[src/sv/sapsm_pkg.sv]
`timescale 1ns / 1ps
`default_nettype none
package sapsm_pkg;

    typedef enum logic [2:0] {
        ACT_SET_ANGLE  = 3'd0,
        ACT_SET_OFFSET = 3'd1,
        ACT_SET_PULSE  = 3'd2,
        ACT_CENTER     = 3'd3,
        ACT_TICK       = 3'd4,
        ACT_RESTART    = 3'd5
    } action_t;

    localparam logic [2:0] REG_ANGLE_MIN    = 3'd0;
    localparam logic [2:0] REG_ANGLE_CENTER = 3'd1;
    localparam logic [2:0] REG_ANGLE_MAX    = 3'd2;
    localparam logic [2:0] REG_PULSE_MIN    = 3'd3;
    localparam logic [2:0] REG_PULSE_CENTER = 3'd4;
    localparam logic [2:0] REG_PULSE_MAX    = 3'd5;
    localparam logic [2:0] REG_STEP_LIMIT   = 3'd6;
    localparam logic [2:0] REG_DIR_INVERT   = 3'd7;

    localparam logic signed [15:0] DEF_ANGLE_MIN    = 16'sd600;
    localparam logic signed [15:0] DEF_ANGLE_CENTER = 16'sd900;
    localparam logic signed [15:0] DEF_ANGLE_MAX    = 16'sd1200;
    localparam logic [15:0] DEF_PULSE_MIN    = 16'd1000;
    localparam logic [15:0] DEF_PULSE_CENTER = 16'd1500;
    localparam logic [15:0] DEF_PULSE_MAX    = 16'd2000;
    localparam logic [15:0] DEF_STEP         = 16'd20;

    localparam int QUO_W = 34;

    typedef enum logic [3:0] {
        ST_IDLE,
        ST_DECODE,
        ST_A2P_PREP,
        ST_A2P_MUL,
        ST_A2P_DIV,
        ST_A2P_DONE,
        ST_P2A_PREP,
        ST_P2A_MUL,
        ST_P2A_DIV,
        ST_P2A_DONE,
        ST_OUT
    } state_t;

    typedef struct packed {
        logic load;
        logic a2p_prep;
        logic p2a_prep;
        logic div_start;
        logic a2p_done;
        logic p2a_done;
        logic out_load;
    } cmd_t;

    typedef struct packed {
        logic [2:0] action;
        logic       div_busy;
    } sts_t;

endpackage
`default_nettype wire

[src/sv/sapsm_div.sv]
`timescale 1ns / 1ps
`default_nettype none
module sapsm_div (
    input  wire logic                          clk,
    input  wire logic                          rst_n,
    input  wire logic                          start,
    input  wire logic [sapsm_pkg::QUO_W-1:0]   dividend,
    input  wire logic [16:0]                   divisor,
    output logic                               busy,
    output logic [sapsm_pkg::QUO_W-1:0]        quotient
);
    localparam int CW = $clog2(sapsm_pkg::QUO_W + 1);

    logic [CW-1:0]                 cnt_reg, cnt_next;
    logic [sapsm_pkg::QUO_W-1:0]   q_reg, q_next;
    logic [17:0]                   r_reg, r_next;
    logic [16:0]                   d_reg;
    logic [17:0]                   trial;
    logic [17:0]                   diff;

    // restoring divide, one quotient bit per cycle
    always_comb
    begin
        trial = {r_reg[16:0], q_reg[sapsm_pkg::QUO_W-1]};
        diff  = trial - {1'b0, d_reg};
        cnt_next = cnt_reg;
        q_next   = q_reg;
        r_next   = r_reg;
        if (start)
        begin
            cnt_next = CW'(sapsm_pkg::QUO_W);
            q_next   = dividend;
            r_next   = '0;
        end
        else if (cnt_reg != '0)
        begin
            cnt_next = cnt_reg - 1'b1;
            if (!diff[17])
            begin
                r_next = diff;
                q_next = {q_reg[sapsm_pkg::QUO_W-2:0], 1'b1};
            end
            else
            begin
                r_next = trial;
                q_next = {q_reg[sapsm_pkg::QUO_W-2:0], 1'b0};
            end
        end
    end

    always_ff @(posedge clk or negedge rst_n)
    begin
        if (!rst_n)
            cnt_reg <= '0;
        else
            cnt_reg <= cnt_next;
    end

    always_ff @(posedge clk)
    begin
        q_reg <= q_next;
        r_reg <= r_next;
        if (start)
            d_reg <= divisor;
    end

    assign busy     = (cnt_reg != '0) || start;
    assign quotient = q_reg;
endmodule
`default_nettype wire

[src/sv/sapsm_ctrl.sv]
`timescale 1ns / 1ps
`default_nettype none
module sapsm_ctrl (
    input  wire logic              clk,
    input  wire logic              rst_n,
    input  wire logic              in_fire,
    input  wire logic              out_free,
    input  wire sapsm_pkg::sts_t   sts,
    output logic                   in_ready,
    output sapsm_pkg::cmd_t        cmd
);
    sapsm_pkg::state_t state_reg, state_next;

    always_ff @(posedge clk or negedge rst_n)
    begin
        if (!rst_n)
            state_reg <= sapsm_pkg::ST_IDLE;
        else
            state_reg <= state_next;
    end

    always_comb
    begin
        state_next = state_reg;
        unique case (state_reg)
            sapsm_pkg::ST_IDLE:
                if (in_fire)
                    state_next = sapsm_pkg::ST_DECODE;
            sapsm_pkg::ST_DECODE:
                case (sts.action)
                    sapsm_pkg::ACT_SET_ANGLE, sapsm_pkg::ACT_SET_OFFSET,
                    sapsm_pkg::ACT_CENTER:
                        state_next = sapsm_pkg::ST_A2P_PREP;
                    sapsm_pkg::ACT_SET_PULSE, sapsm_pkg::ACT_TICK:
                        state_next = sapsm_pkg::ST_P2A_PREP;
                    default:
                        state_next = sapsm_pkg::ST_OUT;
                endcase
            sapsm_pkg::ST_A2P_PREP: state_next = sapsm_pkg::ST_A2P_MUL;
            sapsm_pkg::ST_A2P_MUL:  state_next = sapsm_pkg::ST_A2P_DIV;
            sapsm_pkg::ST_A2P_DIV:
                if (!sts.div_busy)
                    state_next = sapsm_pkg::ST_A2P_DONE;
            sapsm_pkg::ST_A2P_DONE: state_next = sapsm_pkg::ST_OUT;
            sapsm_pkg::ST_P2A_PREP: state_next = sapsm_pkg::ST_P2A_MUL;
            sapsm_pkg::ST_P2A_MUL:  state_next = sapsm_pkg::ST_P2A_DIV;
            sapsm_pkg::ST_P2A_DIV:
                if (!sts.div_busy)
                    state_next = sapsm_pkg::ST_P2A_DONE;
            sapsm_pkg::ST_P2A_DONE: state_next = sapsm_pkg::ST_OUT;
            sapsm_pkg::ST_OUT:
                if (out_free)
                    state_next = sapsm_pkg::ST_IDLE;
            default: state_next = sapsm_pkg::ST_IDLE;
        endcase
    end

    always_comb
    begin
        cmd = '0;
        in_ready = 1'b0;
        unique case (state_reg)
            sapsm_pkg::ST_IDLE:
            begin
                in_ready = 1'b1;
                cmd.load = in_fire;
            end
            sapsm_pkg::ST_A2P_PREP: cmd.a2p_prep = 1'b1;
            sapsm_pkg::ST_P2A_PREP: cmd.p2a_prep = 1'b1;
            sapsm_pkg::ST_A2P_MUL, sapsm_pkg::ST_P2A_MUL:
                cmd.div_start = 1'b1;
            sapsm_pkg::ST_A2P_DONE: cmd.a2p_done = 1'b1;
            sapsm_pkg::ST_P2A_DONE: cmd.p2a_done = 1'b1;
            sapsm_pkg::ST_OUT:      cmd.out_load = out_free;
            default: ;
        endcase
    end
endmodule
`default_nettype wire

[src/sv/sapsm_dp.sv]
`timescale 1ns / 1ps
`default_nettype none
module sapsm_dp (
    input  wire logic              clk,
    input  wire logic              rst_n,
    input  wire sapsm_pkg::cmd_t   cmd,
    output sapsm_pkg::sts_t        sts,
    input  wire logic [2:0]        action,
    input  wire logic [15:0]       angle_value,
    input  wire logic [15:0]       pulse_value,
    input  wire logic              cfg_we,
    input  wire logic [2:0]        cfg_index,
    input  wire logic [15:0]       cfg_data,
    output logic [15:0]            o_current_pulse,
    output logic [15:0]            o_current_angle,
    output logic [15:0]            o_target_pulse,
    output logic [15:0]            o_target_angle,
    output logic                   o_written
);
    logic signed [15:0] amin_reg, acen_reg, amax_reg;
    logic [15:0]        pmin_reg, pcen_reg, pmax_reg, step_reg;
    logic               inv_reg;

    logic signed [15:0] goal_a_reg, now_a_reg;
    logic [15:0]        goal_p_reg, now_p_reg;

    logic [2:0]         act_reg;
    logic signed [15:0] aval_reg;
    logic [15:0]        pval_reg;
    logic               wr_reg;

    // mapping scratch
    logic               neg_reg;      // result lies below centre
    logic [16:0]        delta_reg;
    logic [16:0]        prange_reg;   // numerator range magnitude
    logic [16:0]        drange_reg;   // divisor range
    logic               skip_reg;
    logic               p2a_goal_reg;
    logic signed [17:0] a_in_reg;     // clamped input value
    logic [15:0]        tick_p_reg;

    // effective config
    logic signed [17:0] amin, acen, amax;
    logic signed [17:0] pmin, pcen, pmax;
    logic [15:0]        step;

    always_comb
    begin
        acen = 18'(acen_reg);
        amin = (amin_reg > acen_reg) ? acen : 18'(amin_reg);
        amax = (amax_reg < acen_reg) ? acen : 18'(amax_reg);
        pcen = 18'($signed({2'b00, pcen_reg}));
        pmin = (pmin_reg > pcen_reg) ? pcen : 18'($signed({2'b00, pmin_reg}));
        pmax = (pmax_reg < pcen_reg) ? pcen : 18'($signed({2'b00, pmax_reg}));
        step = (step_reg == 16'd0) ? sapsm_pkg::DEF_STEP : step_reg;
    end

    always_ff @(posedge clk or negedge rst_n)
    begin
        if (!rst_n)
        begin
            amin_reg <= sapsm_pkg::DEF_ANGLE_MIN;
            acen_reg <= sapsm_pkg::DEF_ANGLE_CENTER;
            amax_reg <= sapsm_pkg::DEF_ANGLE_MAX;
            pmin_reg <= sapsm_pkg::DEF_PULSE_MIN;
            pcen_reg <= sapsm_pkg::DEF_PULSE_CENTER;
            pmax_reg <= sapsm_pkg::DEF_PULSE_MAX;
            step_reg <= sapsm_pkg::DEF_STEP;
            inv_reg  <= 1'b0;
        end
        else if (cfg_we)
        begin
            unique case (cfg_index)
                sapsm_pkg::REG_ANGLE_MIN:    amin_reg <= cfg_data;
                sapsm_pkg::REG_ANGLE_CENTER: acen_reg <= cfg_data;
                sapsm_pkg::REG_ANGLE_MAX:    amax_reg <= cfg_data;
                sapsm_pkg::REG_PULSE_MIN:    pmin_reg <= cfg_data;
                sapsm_pkg::REG_PULSE_CENTER: pcen_reg <= cfg_data;
                sapsm_pkg::REG_PULSE_MAX:    pmax_reg <= cfg_data;
                sapsm_pkg::REG_STEP_LIMIT:   step_reg <= cfg_data;
                sapsm_pkg::REG_DIR_INVERT:   inv_reg  <= cfg_data[0];
                default: ;
            endcase
        end
    end

    // angle request of the current item, before clamping
    logic signed [17:0] a_req;
    logic [15:0]        off_sum;
    always_comb
    begin
        off_sum = acen_reg + aval_reg;
        case (act_reg)
            sapsm_pkg::ACT_SET_ANGLE:  a_req = 18'(aval_reg);
            sapsm_pkg::ACT_SET_OFFSET: a_req = 18'($signed(off_sum));
            default:                   a_req = acen;
        endcase
    end

    function automatic logic signed [17:0] clamp18(logic signed [17:0] v,
                                                   logic signed [17:0] lo,
                                                   logic signed [17:0] hi);
        if (v < lo) return lo;
        if (v > hi) return hi;
        return v;
    endfunction

    // angle-to-pulse segment setup
    logic signed [17:0] a_cl, a_m;
    logic signed [18:0] mir;
    always_comb
    begin
        a_cl = clamp18(a_req, amin, amax);
        mir  = 19'(acen) * 19'sd2 - 19'(a_cl);
        if (mir < 19'(amin))
            a_m = amin;
        else if (mir > 19'(amax))
            a_m = amax;
        else
            a_m = 18'(mir);
        if (!inv_reg)
            a_m = a_cl;
    end

    // pulse-to-angle source: goal pulse for set, stepped pulse for tick
    logic [15:0]        p_src;
    logic signed [17:0] pv_cl;
    logic signed [17:0] p_cl;
    logic [16:0]        nx;
    logic [16:0]        gs;
    logic [15:0]        tick_p;
    always_comb
    begin
        nx = {1'b0, now_p_reg} + {1'b0, step};
        gs = {1'b0, goal_p_reg} + {1'b0, step};
        tick_p = now_p_reg;
        if (now_p_reg < goal_p_reg)
            tick_p = (nx > {1'b0, goal_p_reg}) ? goal_p_reg : nx[15:0];
        else if (now_p_reg > goal_p_reg)
            tick_p = ({1'b0, now_p_reg} <= gs) ? goal_p_reg : now_p_reg - step;
        pv_cl = clamp18(18'($signed({2'b00, pval_reg})), pmin, pmax);
        p_src = (act_reg == sapsm_pkg::ACT_TICK) ? tick_p : pv_cl[15:0];
        p_cl = clamp18(18'($signed({2'b00, p_src})), pmin, pmax);
    end

    logic        div_busy;
    logic [33:0] quo;
    logic [33:0] prod;

    sapsm_div u_div (
        .clk      (clk),
        .rst_n    (rst_n),
        .start    (cmd.div_start),
        .dividend (prod),
        .divisor  (drange_reg),
        .busy     (div_busy),
        .quotient (quo)
    );

    logic signed [18:0] res_p;
    logic signed [17:0] res_p_cl;
    logic signed [19:0] res_a;
    logic signed [17:0] res_a_cl;
    always_comb
    begin
        prod  = {17'd0, delta_reg} * {17'd0, prange_reg};
        res_p = neg_reg ? 19'(pcen) - 19'($signed({2'b00, quo[16:0]}))
                        : 19'(pcen) + 19'($signed({2'b00, quo[16:0]}));
        if (skip_reg)
            res_p = 19'(pcen);
        res_p_cl = clamp18(18'(res_p), pmin, pmax);
        res_a = neg_reg ? 20'(acen) - 20'($signed({3'b000, quo[16:0]}))
                        : 20'(acen) + 20'($signed({3'b000, quo[16:0]}));
        if (skip_reg)
            res_a = 20'(acen);
        if (inv_reg)
            res_a = 20'(acen) * 20'sd2 - res_a;
        if (res_a < 20'(amin))
            res_a_cl = amin;
        else if (res_a > 20'(amax))
            res_a_cl = amax;
        else
            res_a_cl = 18'(res_a);
    end

    always_ff @(posedge clk)
    begin
        if (cmd.load)
        begin
            act_reg  <= action;
            aval_reg <= angle_value;
            pval_reg <= pulse_value;
        end
        if (cmd.a2p_prep)
        begin
            a_in_reg <= a_cl;
            if (a_m >= acen)
            begin
                neg_reg    <= 1'b0;
                delta_reg  <= 17'(a_m - acen);
                drange_reg <= 17'(amax - acen);
                prange_reg <= 17'(pmax - pcen);
                skip_reg   <= (amax == acen);
            end
            else
            begin
                neg_reg    <= 1'b1;
                delta_reg  <= 17'(acen - a_m);
                drange_reg <= 17'(acen - amin);
                prange_reg <= 17'(pcen - pmin);
                skip_reg   <= (acen == amin);
            end
        end
        if (cmd.p2a_prep)
        begin
            tick_p_reg   <= p_src;
            p2a_goal_reg <= (act_reg != sapsm_pkg::ACT_TICK);
            if (p_cl >= pcen)
            begin
                neg_reg    <= 1'b0;
                delta_reg  <= 17'(p_cl - pcen);
                drange_reg <= 17'(pmax - pcen);
                prange_reg <= 17'(amax - acen);
                skip_reg   <= (pmax == pcen);
            end
            else
            begin
                neg_reg    <= 1'b1;
                delta_reg  <= 17'(pcen - p_cl);
                drange_reg <= 17'(pcen - pmin);
                prange_reg <= 17'(acen - amin);
                skip_reg   <= (pcen == pmin);
            end
        end
    end

    always_ff @(posedge clk or negedge rst_n)
    begin
        if (!rst_n)
        begin
            goal_a_reg <= sapsm_pkg::DEF_ANGLE_CENTER;
            now_a_reg  <= sapsm_pkg::DEF_ANGLE_CENTER;
            goal_p_reg <= sapsm_pkg::DEF_PULSE_CENTER;
            now_p_reg  <= sapsm_pkg::DEF_PULSE_CENTER;
            wr_reg     <= 1'b0;
        end
        else
        begin
            if (cmd.load)
            begin
                wr_reg <= (action == sapsm_pkg::ACT_TICK) ||
                          (action == sapsm_pkg::ACT_RESTART);
                if (action == sapsm_pkg::ACT_RESTART)
                begin
                    goal_a_reg <= acen_reg;
                    now_a_reg  <= acen_reg;
                    goal_p_reg <= pcen_reg;
                    now_p_reg  <= pcen_reg;
                end
            end
            if (cmd.a2p_done)
            begin
                goal_a_reg <= a_in_reg[15:0];
                goal_p_reg <= res_p_cl[15:0];
            end
            if (cmd.p2a_done)
            begin
                if (p2a_goal_reg)
                begin
                    goal_p_reg <= tick_p_reg;
                    goal_a_reg <= res_a_cl[15:0];
                end
                else
                begin
                    now_p_reg <= tick_p_reg;
                    now_a_reg <= res_a_cl[15:0];
                end
            end
        end
    end

    always_ff @(posedge clk)
    begin
        if (cmd.out_load)
        begin
            o_current_pulse <= now_p_reg;
            o_current_angle <= now_a_reg;
            o_target_pulse  <= goal_p_reg;
            o_target_angle  <= goal_a_reg;
            o_written       <= wr_reg;
        end
    end

    assign sts.action   = act_reg;
    assign sts.div_busy = div_busy;
endmodule
`default_nettype wire

[src/sv/servo_angle_pulse_slew_mapper.sv]
`timescale 1ns / 1ps
`default_nettype none
// Channel      Dir  Beat contents
// s_axis       in   action, angle_value, pulse_value
// m_axis       out  current_pulse, current_angle, target_pulse, target_angle, pulse_written
// cfg          in   register write (index, data)
// One item at a time: restart and unused actions go from decode straight to output;
// angle, offset, pulse and tick also pass through the multiply and the bit-serial divider.
// The result register frees the controller, so the next item is taken while the
// previous result waits, one result deep. Reset loads config, position, valid and control state at once.
module servo_angle_pulse_slew_mapper (
    input  wire logic        clk,
    input  wire logic        rst_n,
    input  wire logic        s_axis_tvalid,
    output logic             s_axis_tready,
    input  wire logic [39:0] s_axis_tdata,  // action[2:0], angle_value[18:3], pulse_value[34:19]
    output logic             m_axis_tvalid,
    input  wire logic        m_axis_tready,
    output logic [71:0]      m_axis_tdata,  // current_pulse, current_angle, target_pulse,
                                            // target_angle, pulse_written[64]
    input  wire logic        cfg_we,
    input  wire logic [2:0]  cfg_index,
    input  wire logic [15:0] cfg_data
);
    sapsm_pkg::cmd_t cmd;
    sapsm_pkg::sts_t sts;
    logic            in_fire;
    logic            out_free;
    logic            vld_reg;
    logic [15:0]     cp, ca, tp, ta;
    logic            wr;

    assign in_fire  = s_axis_tvalid && s_axis_tready;
    assign out_free = !vld_reg || m_axis_tready;

    sapsm_ctrl u_ctrl (
        .clk      (clk),
        .rst_n    (rst_n),
        .in_fire  (in_fire),
        .out_free (out_free),
        .sts      (sts),
        .in_ready (s_axis_tready),
        .cmd      (cmd)
    );

    sapsm_dp u_dp (
        .clk             (clk),
        .rst_n           (rst_n),
        .cmd             (cmd),
        .sts             (sts),
        .action          (s_axis_tdata[2:0]),
        .angle_value     (s_axis_tdata[18:3]),
        .pulse_value     (s_axis_tdata[34:19]),
        .cfg_we          (cfg_we),
        .cfg_index       (cfg_index),
        .cfg_data        (cfg_data),
        .o_current_pulse (cp),
        .o_current_angle (ca),
        .o_target_pulse  (tp),
        .o_target_angle  (ta),
        .o_written       (wr)
    );

    always_ff @(posedge clk or negedge rst_n)
    begin
        if (!rst_n)
            vld_reg <= 1'b0;
        else if (cmd.out_load)
            vld_reg <= 1'b1;
        else if (m_axis_tready)
            vld_reg <= 1'b0;
    end

    assign m_axis_tvalid = vld_reg;
    assign m_axis_tdata  = {7'd0, wr, ta, tp, ca, cp};
endmodule
`default_nettype wire

[config.mk]
export PLATFORM = sky130hd
export DESIGN_NAME = servo_angle_pulse_slew_mapper
export DESIGN_NICKNAME = d
export VERILOG_FILES = /design/src/sv/sapsm_pkg.sv /design/src/sv/sapsm_div.sv /design/src/sv/sapsm_ctrl.sv /design/src/sv/sapsm_dp.sv /design/src/sv/servo_angle_pulse_slew_mapper.sv
export SDC_FILE = /design/constraint.sdc
export NUM_CORES = 2
export LEC_CHECK = 0
export BUFFER_PORTS_ARGS = -buffer_cell sky130_fd_sc_hd__buf_2
export CORE_UTILIZATION = 34
export DETAILED_ROUTE_END_ITERATION = 6
export SLEW_MARGIN = 0
export SYNTH_ARGS = -nofsm -noshare
export SYNTH_HDL_FRONTEND = slang
export SYNTH_SLANG_ARGS = --single-unit
[constraint.sdc]
create_clock -name clk -period 18.5 [get_ports clk]
set_clock_uncertainty 0.2 [all_clocks]
set_input_delay 1.85 -clock clk [delete_from_list [all_inputs] [get_ports clk]]
set_output_delay 1.85 -clock clk [all_outputs]
set_load 0.01 [all_outputs]
==> metrics.cfg <==
[outcome]
status = finished, final reports clean

[route]
drc = 0
firstDrtPassIters = 6
drtAntennaViolNets = 0
wl_per_cell_um = 23.9
drt-total-wl_um = 192000
via_count = 45200
dr.first_iter.drc_count = 4413
avgViaCountPerCell = 5.61

[critical_path]
cp.arrival_ns = 17.38
reg2reg_to = u_dp.delta_reg[15]
cp-start-kind = flip-flop
r2r_slack_ns = 1.28
path_class = reg2reg
cpMostUsedCell = a21o_1
setup.worst_path.end_class = flip-flop
cp_slowest_cell = dfstp_2
cp_max_fo = 22
slowest_delay_ns = 0.86
r2r_cells = 63
r2r-start = u_dp.acen_reg[9]
crit_buf_inv = 5
cp.required_ns = 18.65
cp_top_family = compound AO/OA/AOI/OAI gates

[die]
start_util_pct = 34.2
die-area_um2 = 152000
core_region_area_um2 = 150000
chipHeight_um = 390
die_w_um = 390
io_pins = 138
rows = 142

[yosys]
avgSynthCellArea_um2 = 8.64
ys_seq_elements = 443
synth-edff-count = 237
netlist_top_cells_area = ha_1 (17%), edfxtp_1 (14%), fa_1 (9.4%), dfrtp_1 (6.5%), nand2_1 (5.1%)
synth_most_common_cell = nand2_1
synthCells = 5929
synth_common_cells = nand2_1 (692), ha_1 (691), inv_1 (586)
yosysWarnings = 0
synth_top_area_cell = ha_1
synth_top_area_share_pct = 16.9
syn_area_um2 = 51200
synth.distinct_cells = 96
synthArstFlopShare_pct = 42.7
synth_ff_type = edfxtp_1
yosysSeqAreaShare_pct = 23.9

[placed_design]
port_buffers = 125
placedCellCount = 7946
placed_cell_area_um2 = 54500
routabilityCongestion = 0.978
dp_hpwl_um = 148000

[grt]
grt_pass1_vias = 43500
grt_pass1_wl_um = 283000
antenna_found_initial = 11
grt_max_degree = 80
gr-total-overflow = 0
grt_use_total_pct = 24.8

[cts]
cts_tree = done
post_cts_resize_count = 0
clock-sinks = 443
cts-root-buf = clkbuf_16
holdBufCountCts = 0
clk_path_buf_depth = 3
clk_pin_slew_ns = 0.06
post_cts_buffers = 0
cts_made_buffers = 52
cts_max_level = 2
clkLatencyLatePin_ns = 0.71

[sta]
fin_tns_setup_ns = 0
setup_viol = 0
hold_viol = 0
min_period_ns = 17.22
fmax_mhz = 58.1
period_share_pct = 93.1
finalMaxSlewViolations = 0
slew_headroom_pct = 16.7
rsz0062_at_grt = false
worstMarginPinSlew_ns = 1.24

[run]
maxCapViolations = 0

[cells_and_area]
area_growth_pct = 9.84
stdcell_area_um2 = 56300
largest_reg_flops = 34
fillers = 15300
finalNetCount = 6979
drive_above_1_share_pct = 10.1
stdcell_count = 8051

[min_path]
whs_path_depth = 0
hold_path_class = reg2reg
worstHoldStart = u_dp.drange_reg[10]
min_to = u_dp.u_div.d_reg[10]

[metrics by stage]
stage | setup WS [ns] | util [%] | hold WS (ns)
2_1_floorplan | 3.79 | - | 0.200
3_5_place_dp | 1.87 | 36.4 | 0.205
4_1_cts | 1.76 | 37.6 | 0.218
5_1_grt | 0.449 | 37.6 | 0.222
6_report | 1.28 | 37.6 | 0.216
3_3_place_gp | 2.14 | 36.4 | 0.205
[layout make-up]
cell class,instances,area [µm²],area share [%]
Antenna cell,7,17.5,0.0311
Clock buffer,69,1450,2.57
Clock inverter,29,282,0.500
Inverter,597,2240,3.98
Multi-Input combinational cell,4631,35900,63.7
Sequential cell,443,12300,21.8
Tap cell,2016,2520,4.48
Timing Repair Buffer,259,1640,2.92
[worst register-to-register path, delay by kind of cell (launching register included)]
family,cells,cell delay (ns)
flops,1,0.86
fa+ha+maj,7,2.42
buf+inv,5,1.43
compound gates,39,9.09
simple gates,9,2.07
xor+xnor,2,0.45
mux,1,0.38
[placed cells by master, fill, tap and decap left out, drive strengths merged, types with 13 or more instances in the layout]
cell type and count:
edfxtp 237, a21o 142, dfxtp 17, nor2b 95, xnor2 143, xor2 59
a21oi 410, nand2b 71, a21boi 86, nor3 51, o21ai 461, nand3 58
ha 691, o221ai 14, nor3b 13, o21bai 34, dfstp 55, a31oi 47
a211oi 64, or2 15, and3 13, mux2 146, o31ai 37, nand2 692
and2 106, nand4 58, mux2i 162, dfrtp 134, clkbuf 70, o211ai 45
fa 240, nor4 17, clkinv 28, o21a 49, a221oi 15, or3 26
buf 258, nor2 386, inv 592
[metal layers]
layer,GRT usage [%],share of wire [%],vias up
met5,0,0,-
met4,11.0,5.0,0
met3,3.94,8.3,335
met2,38.2,43,1858
met1,34.2,44,22100
li1,-,-,20900
[kinds of logic after synthesis]
group	synth area share [%]
adders and majority gates	26.3
xor gates and xnor gates	3.47
DFF	23.9
and+or+nand+nor	14.5
other	0.00732
buffers and inverters	6.39
AOI/OAI and AO/OA	19.0
muxes	6.38
[how the worst max path moves through the flow]
stage | start | end | slack [ns] | cells after the start
finish | u_dp.acen_reg[9] | u_dp.delta_reg[15] | 1.28 | 63
global route | u_dp.acen_reg[9] | u_dp.delta_reg[15] | 0.45 | 65
CTS | u_dp.acen_reg[9] | u_dp.delta_reg[15] | 1.76 | 63
detailed placement | u_dp.acen_reg[9] | u_dp.delta_reg[15] | 1.87 | 65
global placement | u_dp.acen_reg[9] | u_dp.delta_reg[15] | 2.14 | 63
floorplan | u_dp.acen_reg[15] | u_dp.delta_reg[15] | 3.79 | 71
Power is not shown: default switching activity piles up to over one toggle a cycle in this logic, so the estimate is an artifact.
